**config.mk**
```make
export PLATFORM = sky130hd
export DESIGN_NAME = int_to_radix_ascii_unit
export DESIGN_NICKNAME = d
export VERILOG_FILES = /design/src/rtl/itra_pkg.sv /design/src/rtl/itra_digit_cell.sv /design/src/rtl/int_to_radix_ascii_unit.sv
export VERILOG_INCLUDE_DIRS = /design/src /design/src/rtl
export SDC_FILE = /design/constraint.sdc
export NUM_CORES = 1
export LEC_CHECK = 0
export ABC_CLOCK_PERIOD_IN_PS = 11700
export BUFFER_PORTS_ARGS = -buffer_cell sky130_fd_sc_hd__buf_4
export CORE_ASPECT_RATIO = 0.7
export CORE_MARGIN = 2
export CORE_UTILIZATION = 30
export DETAILED_ROUTE_END_ITERATION = 8
export GPL_TIMING_DRIVEN = 0
export HOLD_SLACK_MARGIN = 0.03
export SYNTH_ARGS = -nofsm -noshare
export SYNTH_HDL_FRONTEND = slang
export SYNTH_SLANG_ARGS = --single-unit
export TNS_END_PERCENT = 1
```
**constraint.sdc**
```tcl
create_clock -name clk_i -period 11.7 [get_ports clk_i]
set_clock_uncertainty 0.2 [all_clocks]
set_input_delay 0.585 -clock clk_i [delete_from_list [all_inputs] [get_ports clk_i]]
set_output_delay 0.585 -clock clk_i [all_outputs]
set_load 0.02 [all_outputs]
```
**src/rtl/int_to_radix_ascii_unit_defines.svh**
```systemverilog
// Assertion shorthands shared by the RTL of the radix conversion unit.
// Both sample on the rising edge of clk_i and are off while rst_ni is low.
`ifndef INT_TO_RADIX_ASCII_UNIT_DEFINES_SVH
`define INT_TO_RADIX_ASCII_UNIT_DEFINES_SVH

// Same-cycle implication.
`define ITRA_ASSERT_IMP(name, ante, cons, msg) \
  name: assert property (@(posedge clk_i) disable iff (!rst_ni) (ante) |-> (cons)) \
    else $error(msg);

// Next-cycle implication.
`define ITRA_ASSERT_NXT(name, ante, cons, msg) \
  name: assert property (@(posedge clk_i) disable iff (!rst_ni) (ante) |=> (cons)) \
    else $error(msg);

`endif

```
**src/rtl/itra_pkg.sv**
```systemverilog
package itra_pkg;

  localparam int VALUE_WIDTH = 32;
  localparam int RADIX_W     = 6;
  localparam int DIGIT_W     = 6;
  localparam int CHAR_W      = 7;
  localparam int CNT_W       = $clog2(2 * VALUE_WIDTH - 1);
  localparam int IDX_W       = $clog2(VALUE_WIDTH);

  localparam logic [RADIX_W-1:0] RADIX_MIN = RADIX_W'(2);
  localparam logic [RADIX_W-1:0] RADIX_MAX = RADIX_W'(36);

  localparam logic [CHAR_W-1:0] MINUS_CODE = CHAR_W'(45);
  localparam logic [CHAR_W-1:0] ZERO_CODE  = CHAR_W'(48);
  // 'A' minus ten, so that digit ten maps onto 'A'.
  localparam logic [CHAR_W-1:0] ALPHA_BASE = CHAR_W'(55);

  typedef enum logic [1:0] {
    ST_IDLE,
    ST_CONV,
    ST_SIGN,
    ST_EMIT
  } itra_state_e;

  typedef struct packed {
    logic clear;
    logic shift;
  } itra_cell_ctrl_t;

  function automatic logic [CHAR_W-1:0] digit_char(input logic [DIGIT_W-1:0] d);
    logic [CHAR_W-1:0] dx;
    dx = CHAR_W'(d);
    if (d < DIGIT_W'(10)) begin
      return dx + ZERO_CODE;
    end
    return dx + ALPHA_BASE;
  endfunction

endpackage

```
**src/rtl/itra_digit_cell.sv**
```systemverilog
module itra_digit_cell
  import itra_pkg::*;
(
  input  logic                 clk_i,
  input  logic                 rst_ni,
  input  itra_cell_ctrl_t      ctrl_i,
  input  logic                 step_i,
  input  logic                 carry_i,
  input  logic [RADIX_W-1:0]   radix_i,
  input  logic [DIGIT_W-1:0]   shift_digit_i,
  output logic [DIGIT_W-1:0]   digit_o,
  output logic                 carry_o
);

  logic [DIGIT_W-1:0] digit_q, digit_d;
  logic               carry_q, carry_d;
  logic [DIGIT_W:0]   dbl;
  logic [DIGIT_W:0]   sub;
  logic               ge;

  // One doubling step of the digit with the incoming bit, reduced modulo the radix.
  always_comb begin
    dbl = {digit_q, carry_i};
    sub = dbl - {1'b0, radix_i};
    ge  = (dbl >= {1'b0, radix_i});
    digit_d = digit_q;
    carry_d = carry_q;
    if (ctrl_i.clear) begin
      digit_d = '0;
      carry_d = 1'b0;
    end else if (step_i) begin
      digit_d = ge ? sub[DIGIT_W-1:0] : dbl[DIGIT_W-1:0];
      carry_d = ge;
    end else if (ctrl_i.shift) begin
      digit_d = shift_digit_i;
    end
  end

  always_ff @(posedge clk_i or negedge rst_ni) begin
    if (!rst_ni) begin
      carry_q <= 1'b0;
    end else begin
      carry_q <= carry_d;
    end
  end

  always_ff @(posedge clk_i) begin
    digit_q <= digit_d;
  end

  assign digit_o = digit_q;
  assign carry_o = carry_q;

endmodule

```
**src/rtl/int_to_radix_ascii_unit.sv**
```systemverilog
// Converts one signed VALUE_WIDTH-bit integer (32 bits) to its text form in a
// radix from 2 to 36 and streams it out as 7-bit ASCII characters, most
// significant first: a '-' for a negative value, then digits '0'-'9' and
// 'A'-'Z', with last_o marking the final character. Zero gives "0", and the
// most negative integer converts like any other. A radix below 2 is used as 2
// and one above 36 as 36. The block handles one request at a time: in_ready_o
// is high only while it is idle. After a request is taken, the magnitude is
// shifted one bit per cycle, most significant bit first, into a row of
// VALUE_WIDTH digit cells, each of which doubles its digit, adds the bit from
// its lower neighbor and reduces modulo the radix. Carries move one cell per
// cycle, so the row works skewed. For a negative value a '-' is offered
// first; the digits are then read out by shifting the row toward its top
// cell, one cell per cycle unless the consumer stalls, leading zeros
// skipped without output.
`include "int_to_radix_ascii_unit_defines.svh"

module int_to_radix_ascii_unit
  import itra_pkg::*;
(
  input  logic                          clk_i,
  input  logic                          rst_ni,
  input  logic                          in_valid_i,
  output logic                          in_ready_o,
  input  logic signed [VALUE_WIDTH-1:0] value_i,
  input  logic [RADIX_W-1:0]            radix_i,
  output logic                          out_valid_o,
  input  logic                          out_ready_i,
  output logic [CHAR_W-1:0]             char_code_o,
  output logic                          last_o
);

  itra_state_e state_q, state_d;

  logic [CNT_W-1:0]       t_q;
  logic [IDX_W-1:0]       cnt_q;
  logic                   started_q;
  logic                   neg_q;
  logic [VALUE_WIDTH-1:0] mag_q;
  logic [RADIX_W-1:0]     radix_q;
  // Delayed step enables; cell i steps in the cycle after cell i-1.
  logic [VALUE_WIDTH-1:1] en_q;

  logic                   accept;
  logic                   show;
  logic                   advance;
  logic [VALUE_WIDTH-1:0] step_c;
  logic [VALUE_WIDTH-1:0] mag_in;
  logic [RADIX_W-1:0]     radix_in;
  itra_cell_ctrl_t        cell_ctrl;

  logic [DIGIT_W-1:0]     digit_c [VALUE_WIDTH];
  logic [VALUE_WIDTH-1:0] carry_c;

  assign accept = in_valid_i && in_ready_o;

  // Magnitude as an unsigned number; the most negative value wraps onto
  // 2^(VALUE_WIDTH-1), which is exactly its magnitude.
  assign mag_in = value_i[VALUE_WIDTH-1] ? (~$unsigned(value_i)) + VALUE_WIDTH'(1)
                                         : $unsigned(value_i);

  always_comb begin
    if (radix_i < RADIX_MIN) begin
      radix_in = RADIX_MIN;
    end else if (radix_i > RADIX_MAX) begin
      radix_in = RADIX_MAX;
    end else begin
      radix_in = radix_i;
    end
  end

  // A digit is shown once a nonzero digit has been seen, and the lowest
  // digit is always shown so that zero still prints as "0".
  assign show = started_q || (digit_c[VALUE_WIDTH-1] != '0) || (cnt_q == '0);

  // Next-state logic.
  always_comb begin
    state_d = state_q;
    unique case (state_q)
      ST_IDLE: begin
        if (in_valid_i) begin
          state_d = ST_CONV;
        end
      end
      ST_CONV: begin
        if (t_q == CNT_W'(2 * VALUE_WIDTH - 2)) begin
          state_d = neg_q ? ST_SIGN : ST_EMIT;
        end
      end
      ST_SIGN: begin
        if (out_ready_i) begin
          state_d = ST_EMIT;
        end
      end
      ST_EMIT: begin
        if ((cnt_q == '0) && out_ready_i) begin
          state_d = ST_IDLE;
        end
      end
    endcase
  end

  // Output and control decode.
  always_comb begin
    in_ready_o      = 1'b0;
    out_valid_o     = 1'b0;
    char_code_o     = digit_char(digit_c[VALUE_WIDTH-1]);
    last_o          = 1'b0;
    advance         = 1'b0;
    cell_ctrl.clear = accept;
    cell_ctrl.shift = 1'b0;
    unique case (state_q)
      ST_IDLE: begin
        in_ready_o = 1'b1;
      end
      ST_CONV: begin
        // The digit row runs on its own step enables; nothing is offered.
      end
      ST_SIGN: begin
        out_valid_o = 1'b1;
        char_code_o = MINUS_CODE;
      end
      ST_EMIT: begin
        out_valid_o     = show;
        last_o          = (cnt_q == '0);
        advance         = !show || out_ready_i;
        cell_ctrl.shift = advance;
      end
    endcase
  end

  // Cell 0 steps while the conversion counter is below VALUE_WIDTH, and
  // every higher cell steps in the cycle after its lower neighbor.
  assign step_c = {en_q, (state_q == ST_CONV) && (t_q < CNT_W'(VALUE_WIDTH))};

  always_ff @(posedge clk_i or negedge rst_ni) begin
    if (!rst_ni) begin
      state_q   <= ST_IDLE;
      t_q       <= '0;
      cnt_q     <= '0;
      started_q <= 1'b0;
      neg_q     <= 1'b0;
      en_q      <= '0;
    end else begin
      state_q <= state_d;
      en_q    <= step_c[VALUE_WIDTH-2:0];
      if (accept) begin
        t_q       <= '0;
        cnt_q     <= IDX_W'(VALUE_WIDTH - 1);
        started_q <= 1'b0;
        neg_q     <= value_i[VALUE_WIDTH-1];
      end else if (state_q == ST_CONV) begin
        t_q <= t_q + CNT_W'(1);
      end else if (advance) begin
        cnt_q     <= cnt_q - IDX_W'(1);
        started_q <= started_q || show;
      end
    end
  end

  // Magnitude shift register feeds the digit row one bit per cycle.
  always_ff @(posedge clk_i) begin
    if (accept) begin
      mag_q   <= mag_in;
      radix_q <= radix_in;
    end else if (step_c[0]) begin
      mag_q <= {mag_q[VALUE_WIDTH-2:0], 1'b0};
    end
  end

  for (genvar i = 0; i < VALUE_WIDTH; i++) begin : g_cell
    logic               cin;
    logic [DIGIT_W-1:0] sin;
    if (i == 0) begin : g_low
      assign cin = mag_q[VALUE_WIDTH-1];
      assign sin = '0;
    end else begin : g_up
      assign cin = carry_c[i-1];
      assign sin = digit_c[i-1];
    end
    itra_digit_cell u_cell (
      .clk_i         (clk_i),
      .rst_ni        (rst_ni),
      .ctrl_i        (cell_ctrl),
      .step_i        (step_c[i]),
      .carry_i       (cin),
      .radix_i       (radix_q),
      .shift_digit_i (sin),
      .digit_o       (digit_c[i]),
      .carry_o       (carry_c[i])
    );
  end

  // The magnitude always fits in VALUE_WIDTH digits, so the top cell never carries.
  `ITRA_ASSERT_IMP(a_top_no_carry, 1'b1, !carry_c[VALUE_WIDTH-1],
                   "top digit cell carried out")
  // No character may be offered while the block waits for a new request.
  `ITRA_ASSERT_IMP(a_idle_quiet, in_ready_o, !out_valid_o, "output valid while idle")
  // A leading zero is never shown, except for the lowest digit.
  `ITRA_ASSERT_IMP(a_no_lead_zero,
                   (state_q == ST_EMIT) && out_valid_o && !started_q && (cnt_q != '0),
                   char_code_o != ZERO_CODE, "leading zero emitted")
  // The sign is only ever produced for a negative value.
  `ITRA_ASSERT_IMP(a_sign_neg, state_q == ST_SIGN, neg_q,
                   "sign emitted for a non-negative value")
  // Once the final character is taken, the block is ready for the next request.
  `ITRA_ASSERT_NXT(a_last_idle, out_valid_o && out_ready_i && last_o, in_ready_o,
                   "not idle after last character")

endmodule

```
==> impl_metrics.toml, run 1 <==
[placement]
placed_cell_area_um2 = 25000
gp_congestion = 0.871
post-dp-hpwl_mm = 48.3
io_buffers = 51

[timing]
tns_ns = 0
slew_headroom_pct = 6.58
period_share_pct = 35.8
rsz0062_at_grt = "false"
fmax_mhz = 239
hold_viol = 0
setup_viol = 0
worst_pin_slew_ns = 1.40
period_minus_slack_ns = 4.18
final_max_slew_viol_count = 0

[floorplanning]
core_area_um2 = 76700
num_io_pins = 52
die_area_um2 = 79400
die_w_um = 336
num_rows = 85
start_util_pct = 30.2
die_h_um = 236

[status]
status = "finished, final reports clean"

[setup_path]
critPathTopFamily = "compound AO/OA/AOI/OAI gates"
crit_fanout = 10
cp.required_ns = 11.88
worst-setup-path-type = "flip-flop to flip-flop"
cp-start-kind = "flip-flop"
crit_arrival_ns = 4.36
max_stage_delay_ns = 1.04
endpoint_kind = "flip-flop"
crit_chain = "inv_1 > ha_1 > nor4b_1 > nor3_1 > o21ai_1 > clkbuf_1 > a21oi_1 > nor2_1 > a31oi_1"
worst_path_max_delay_cell = "o21ai_1"
critical_path_buf_inv_count = 2

[pwr]
ir_worst_vdd_v = 0.000106
leakage_nw = 10.9
p_per_area_nw_per_um2 = 337

[yosys]
synth_nets = 2882
synth-main-ff-cell = "dfxtp_1"
synth_cell_type_count = 73
synthCells = 2602
synth_area_um2 = 23100
synth_seq_area_share_pct = 29.9
avgSynthCellArea_um2 = 8.89
async_flop_share_pct = 25.1
synth_edf_count = 38
ys_warn_count = 0
ys_ff_latch = 307

[drt]
num_vias = 19800
drtIter0Drc = 1514
wl_per_cell_um = 17.9
first_pass_iters = 5
vias_per_cell = 5.26
drcViolationCount = 0
wl_mm = 67.3
ant_nets = 0

[finish]
finish.net_count = 2977
drive_gt1_share_pct = 11.5
diodes = 0
area_growth_pct = 13.1
final_area_um2 = 26200

[global_route]
grt_pass1_vias = 18300
antenna_found_initial = 2
grt_pass1_wl_mm = 107
grt_max_degree = 78
globalRouteOverflowTotal = 0
grt_usage_pct = 16.7

[clock_network]
cts_tree = "yes"
cts_hold_buf = 0
worst_skew_pair.late_latency_ns = 0.54
cts_resized = 0
cts_buffer_depth = 3
cts.clk_slew.worst_paths_ns = 0.06
post-cts-setup-buffers = 0
cts_root_buf = "clkbuf_16"
cts_made_buffers = 35
htree_levels = 2
clkSinkCount = 307

[flow_run]
maxCapViolCount = 0

[min_path]
hp-class = "input pin to flip-flop"
## cell usage after synthesis, types with 51 or more instances
| master | number | area share, % |
|---|---|---|
| xor2_1 | 74 | 2.8 |
| dfxtp_1 | 192 | 17 |
| nand2_1 | 135 | 2.2 |
| mux2i_1 | 132 | 5.7 |
| o21ai_0 | 264 | 5.7 |
| mux2_2 | 152 | 7.4 |
| nand3_1 | 51 | 1.1 |
| inv_1 | 113 | 1.8 |
| ha_1 | 206 | 11 |
| nor2b_1 | 66 | 1.8 |
| a211oi_1 | 102 | 3.3 |
| dfrtp_1 | 77 | 8.3 |
| clkbuf_1 | 92 | 1.5 |
| a21oi_1 | 245 | 5.3 |
| nor2_1 | 147 | 2.4 |
## worst register-to-register path, stage by stage (launching register included)
cell,delay [ns]
dfrtp_1,0.42
inv_1,0.07
ha_1,0.15
nor4b_1,0.72
nor3_1,0.19
o21ai_1,1.04
clkbuf_1,0.74
a21oi_1,0.27
nor2_1,0.16
a31oi_1,0.05
## final timing paths
path / slack, ns / to / from / cells past startpoint
max: 7.52 / cnt_q[1] / cnt_q[0] / 9
min: 0.11 / radix_q[2] / radix_i[2] / 2
max reg2reg: 7.52 / cnt_q[1] / cnt_q[0] / 9
min reg2reg: 0.18 / en_q[22] / en_q[21] / 0
max in group asynchronous: 10.33 / g_cell[5].u_cell.carry_o / rst_ni / 1
min in group asynchronous: 0.12 / g_cell[18].u_cell.carry_o / rst_ni / 1
## cells in the final DEF (no fill, tap or decap), types with 10 or more instances in the layout
cell type  Yosys  routed
a211o_1       13      13
a211oi_1     102     102
a21o_1        46      46
a21oi_1      245     245
a311oi_1      14      14
a31oi_1       30      30
a41oi_1       10      10
and3_1        12      12
buf_2         17      17
buf_4          4      55
clkbuf_1      92     102
clkbuf_16      0      35
dfrtp_1       77      77
dfxtp_1      192     192
edfxtp_1      38      38
fa_1          32      32
ha_1         206     206
inv_1        113     108
mux2_2       152     152
mux2i_1      132     132
nand2_1      135     135
nand2b_1      35      34
nand3_1       51      51
nand4_1       11      11
nor2_1       147     147
nor2b_1       66      66
nor3_1        46      46
o21a_1        33      33
o21ai_0      264     264
o311ai_0      10      10
or2_2         10      10
or3_1         14      14
or4_1         10      10
xnor2_1       41      41
xor2_1        74      74
## kinds of logic (layout without fill, tap and decap cells)
| group | after synthesis | in the layout | synth area share, % |
|---|---|---|---|
| flops | 307 | 307 | 29.9 |
| fa+ha+maj | 239 | 239 | 13.9 |
| mux | 284 | 284 | 13.1 |
| xor+xnor | 115 | 115 | 4.35 |
| buf+inv | 235 | 355 | 3.97 |
| compound gates | 852 | 852 | 22.5 |
| simple gates | 570 | 570 | 12.2 |
## final cells by class
cell class                 instances  area [um^2]
fill                            7923        50500
sequential                       307         6910
multi-input combinational       2060        15300
clock inverter                    11          163
timing repair buffer              58          553
buffer                           121          492
inverter                         114          430
tap                             1044         1310
clock buffer                      51          996
## registers in the layout, summed over array words and instances, names as in the netlist
register / count
g_cell.u_cell.digit_o: 192
mag_q: 32
en_q: 31
g_cell.u_cell.carry_o: 31
radix_q: 6
t_q: 6
cnt_q: 5
state_q: 2
neg_q: 1
started_q: 1
## metal layers
layer  up-vias  wire [um]  GRT usage [%]
met5         -          0              0
met4         0        659           2.19
met3        57       4100           2.70
met2       461      26300           23.0
met1      9422      36200           27.1
li1       9886          -              -
## metrics by stage
step | worst slack [ns] | total power, W | std cells | hold slack, ns | util, %
after detailed placement | 7.56 | 0.00758 | 3704 | 0.164 | 32.6
after global placement | 5.84 | 0.00751 | 3697 | 0.160 | 32.4
after global routing | 7.24 | 0.00964 | 3766 | 0.124 | 34.1
after CTS | 7.54 | 0.00878 | 3766 | 0.101 | 34.1
after floorplan | 7.38 | 0.00624 | 2602 | 0.0894 | -
final | 7.52 | 0.00883 | 3766 | 0.114 | 34.1
## power breakdown
part	leakage (nW)	switching, W	internal, W
Clock	0.563	0.000482	0.000681
Combinational	7.39	0.00295	0.00242
Sequential	2.93	0.000629	0.00167
Power figures use the tool's default switching activity.
==> run 2, diff against run 1 <==
Settings changed: ABC_CLOCK_PERIOD_IN_PS 11700 to 3700.
Clock period 11.7 ns to 3.7 ns, I/O delays scaled along.
==> run 2 against run 1 <==
  * The flow now finishes with violations (negative setup slack)
  * Largest power group unchanged
  * Core utilization is 0.89 points higher
  * Via count is 1.7% higher
  * First-iteration DRC count is 18% higher
  * Register-to-register slack worse by 7.5 ns
  * Combinational power grew to 3.2 times the previous value
  * Routed wire length is 2.7% higher
==> impl_metrics.toml, run 2 (synthesis results as in run 1) <==
[setup_path]
crit_fanout = 10
crit_arrival_ns = 3.89
worst-setup-path-type = "flip-flop to flip-flop"
r2r-end = "g_cell[26].u_cell.digit_o[3]"
endpoint = "g_cell[26].u_cell.digit_o[3]"
max_stage_delay_ns = 0.72
crit_start = "g_cell[31].u_cell.digit_o[0]"
worst-path-stages = 10
r2r-start = "g_cell[31].u_cell.digit_o[0]"
critPathTopFamily = "buffers and inverters"
rrSetupSlack_ns = -0.009
rr_worst_depth = 10
crit_chain = "inv_1 > ha_1 > nand4bb_1 > o41ai_2 > clkbuf_1 > clkdlybuf4s15_2 > mux2i_1 > nor2_1 > a31oi_1 > nor2_1"
cp.required_ns = 3.88
critical_path_buf_inv_count = 3
cp-start-kind = "flip-flop"
endpoint_kind = "flip-flop"
worst_path_max_delay_cell = "clkdlybuf4s15_2"
cpMostUsedCell = "nor2_1"

[min_path]
min_from = "en_q[20]"
hp-class = "flip-flop to flip-flop"

[pwr]
switchingPower_w = 0.0129
clockPowerShare_pct = 13.3
p_sw_share_pct = 46.0
ir_worst_vdd_v = 0.000362
power_frac_comb_pct = 60.9
p_per_area_nw_per_um2 = 1050
leakage_nw = 11.2
power.internal_w = 0.0152
power.share.sequential_pct = 25.8

[global_route]
globalRouteOverflowTotal = 0
grt_usage_pct = 17.1
grt_pass1_wl_mm = 109
antenna_found_initial = 2
grt_pass1_vias = 18700
grt_max_degree = 78

[finish]
seq_area_um2 = 6910
final_common_cell = "o21ai_0"
drive_gt1_share_pct = 12.2
layout_common_cells = "o21ai_0, a21oi_1, ha_1, dfxtp_1, mux2_2"
area_growth_pct = 16.0
utilization_pct = 35.0
diodes = 0
finish.net_count = 3034
multi_input_area_um2 = 15400
fillerInstances = 7724
fin_cells = 3824
largest_reg_flops = 192

[timing]
fmax_mhz = 270
setup_slack_ns = -0.00945
worst_pin_slew_ns = 1.27
setup_viol = 1
final_max_slew_viol_count = 0
slew_headroom_pct = 15.2
period_minus_slack_ns = 3.71
rsz0062_at_grt = "true"
hold_viol = 0
period_share_pct = 100

[clock_network]
cts_root_buf = "clkbuf_16"
clkSinkCount = 307
cts_buffer_depth = 3
cts.clk_slew.worst_paths_ns = 0.07
cts_made_buffers = 36
worst_skew_pair.late_latency_ns = 0.54
cts_tree = "yes"
htree_levels = 2

[floorplanning]
num_rows = 85
start_util_pct = 30.2
die_w_um = 336
num_io_pins = 52
die_area_um2 = 79400
core_area_um2 = 76700
die_h_um = 236

[drt]
ant_nets = 0
wl_mm = 69.1
first_pass_iters = 5
wl_per_cell_um = 18.1
num_vias = 20200
drcViolationCount = 0
vias_per_cell = 5.27
drtIter0Drc = 1782

[placement]
post-dp-hpwl_mm = 49.0
dp_cells = 3706
io_buffers = 51
gp_congestion = 0.883
preCtsSetupSlack_ns = -0.478

[flow_run]
maxCapViolCount = 0

[status]
violations = "negative setup slack"
status = "finished with violations"
run 2: cell count changes in the layout (fill, tap and decap cells not counted), sizes merged:
cell | previous run | this run
clkinv | 4 | 9
inv | 116 | 113
clkinvlp | 1 | 2
dlygate4sd3 | 0 | 52
clkdlybuf4s15 | 0 | 1
buf | 86 | 89
bufinv | 4 | 3
run 2: power by group through the flow:
stage                     sequential, W  combinational, W  clock, W
after detailed placement        0.00725            0.0167         0
after floorplan                 0.00648            0.0133         0
after global routing            0.00751            0.0192   0.00393
after global placement          0.00731            0.0165         0
after CTS                       0.00722            0.0169   0.00380
final                           0.00727            0.0171   0.00375
run 2: per-stage QoR:
step	hold slack, ns	area (um^2)	setup TNS, ns	power [W]
after floorplan	-0.311	23200	-5.70	0.0198
after global placement	0.160	24900	-252.69	0.0238
after detailed placement	0.163	25100	-20.61	0.0240
after CTS	0.177	26800	0	0.0280
after global routing	0.193	26800	-1.02	0.0307
final	0.177	26800	-0.00945	0.0282
run 2: worst min path at each step:
stage	end	slack [ns]	cells past startpoint
5_1_grt	en_q[21]	0.19	0
3_3_place_gp	en_q[23]	0.16	0
2_1_floorplan	cnt_q[0]	-0.31	0
4_1_cts	en_q[21]	0.18	0
6_report	en_q[21]	0.18	0
3_5_place_dp	en_q[21]	0.16	0
run 2: area by class of cell:
cell class,count,share of cell area [%]
Multi-Input combinational cell,2060,57.2
Sequential cell,307,25.7
Tap cell,1044,4.87
Timing Repair Buffer,113,4.15
Clock buffer,52,3.93
Buffer,121,1.89
Inverter,114,1.62
Clock inverter,12,0.531
Timing Repair inverter,1,0.0280
run 2: what timing repair did:
item	CTS	global route
gates cloned	1	0
endpoints found under the hold margin	117	0
gates resized for setup	9	17
setup buffers	1	0
hold buffers	52	0
setup endpoints to repair	98	102
run 2: worst reg2reg max path, cell delays in order (launching register included):
cell and delay [ns]:
dfxtp_1 0.35, inv_1 0.20, ha_1 0.18, nand4bb_1 0.23, o41ai_2 0.52, clkbuf_1 0.61, clkdlybuf4s15_2 0.72, mux2i_1 0.26
nor2_1 0.07, a31oi_1 0.16, nor2_1 0.05
run 2: layer usage:
metal	up-vias	global-route usage, %	part of all wire (%)
met5	-	0	0
met4	0	3.04	1.6
met3	82	2.98	6.4
met2	512	23.5	39
met1	9578	27.3	53
li1	9984	-	-
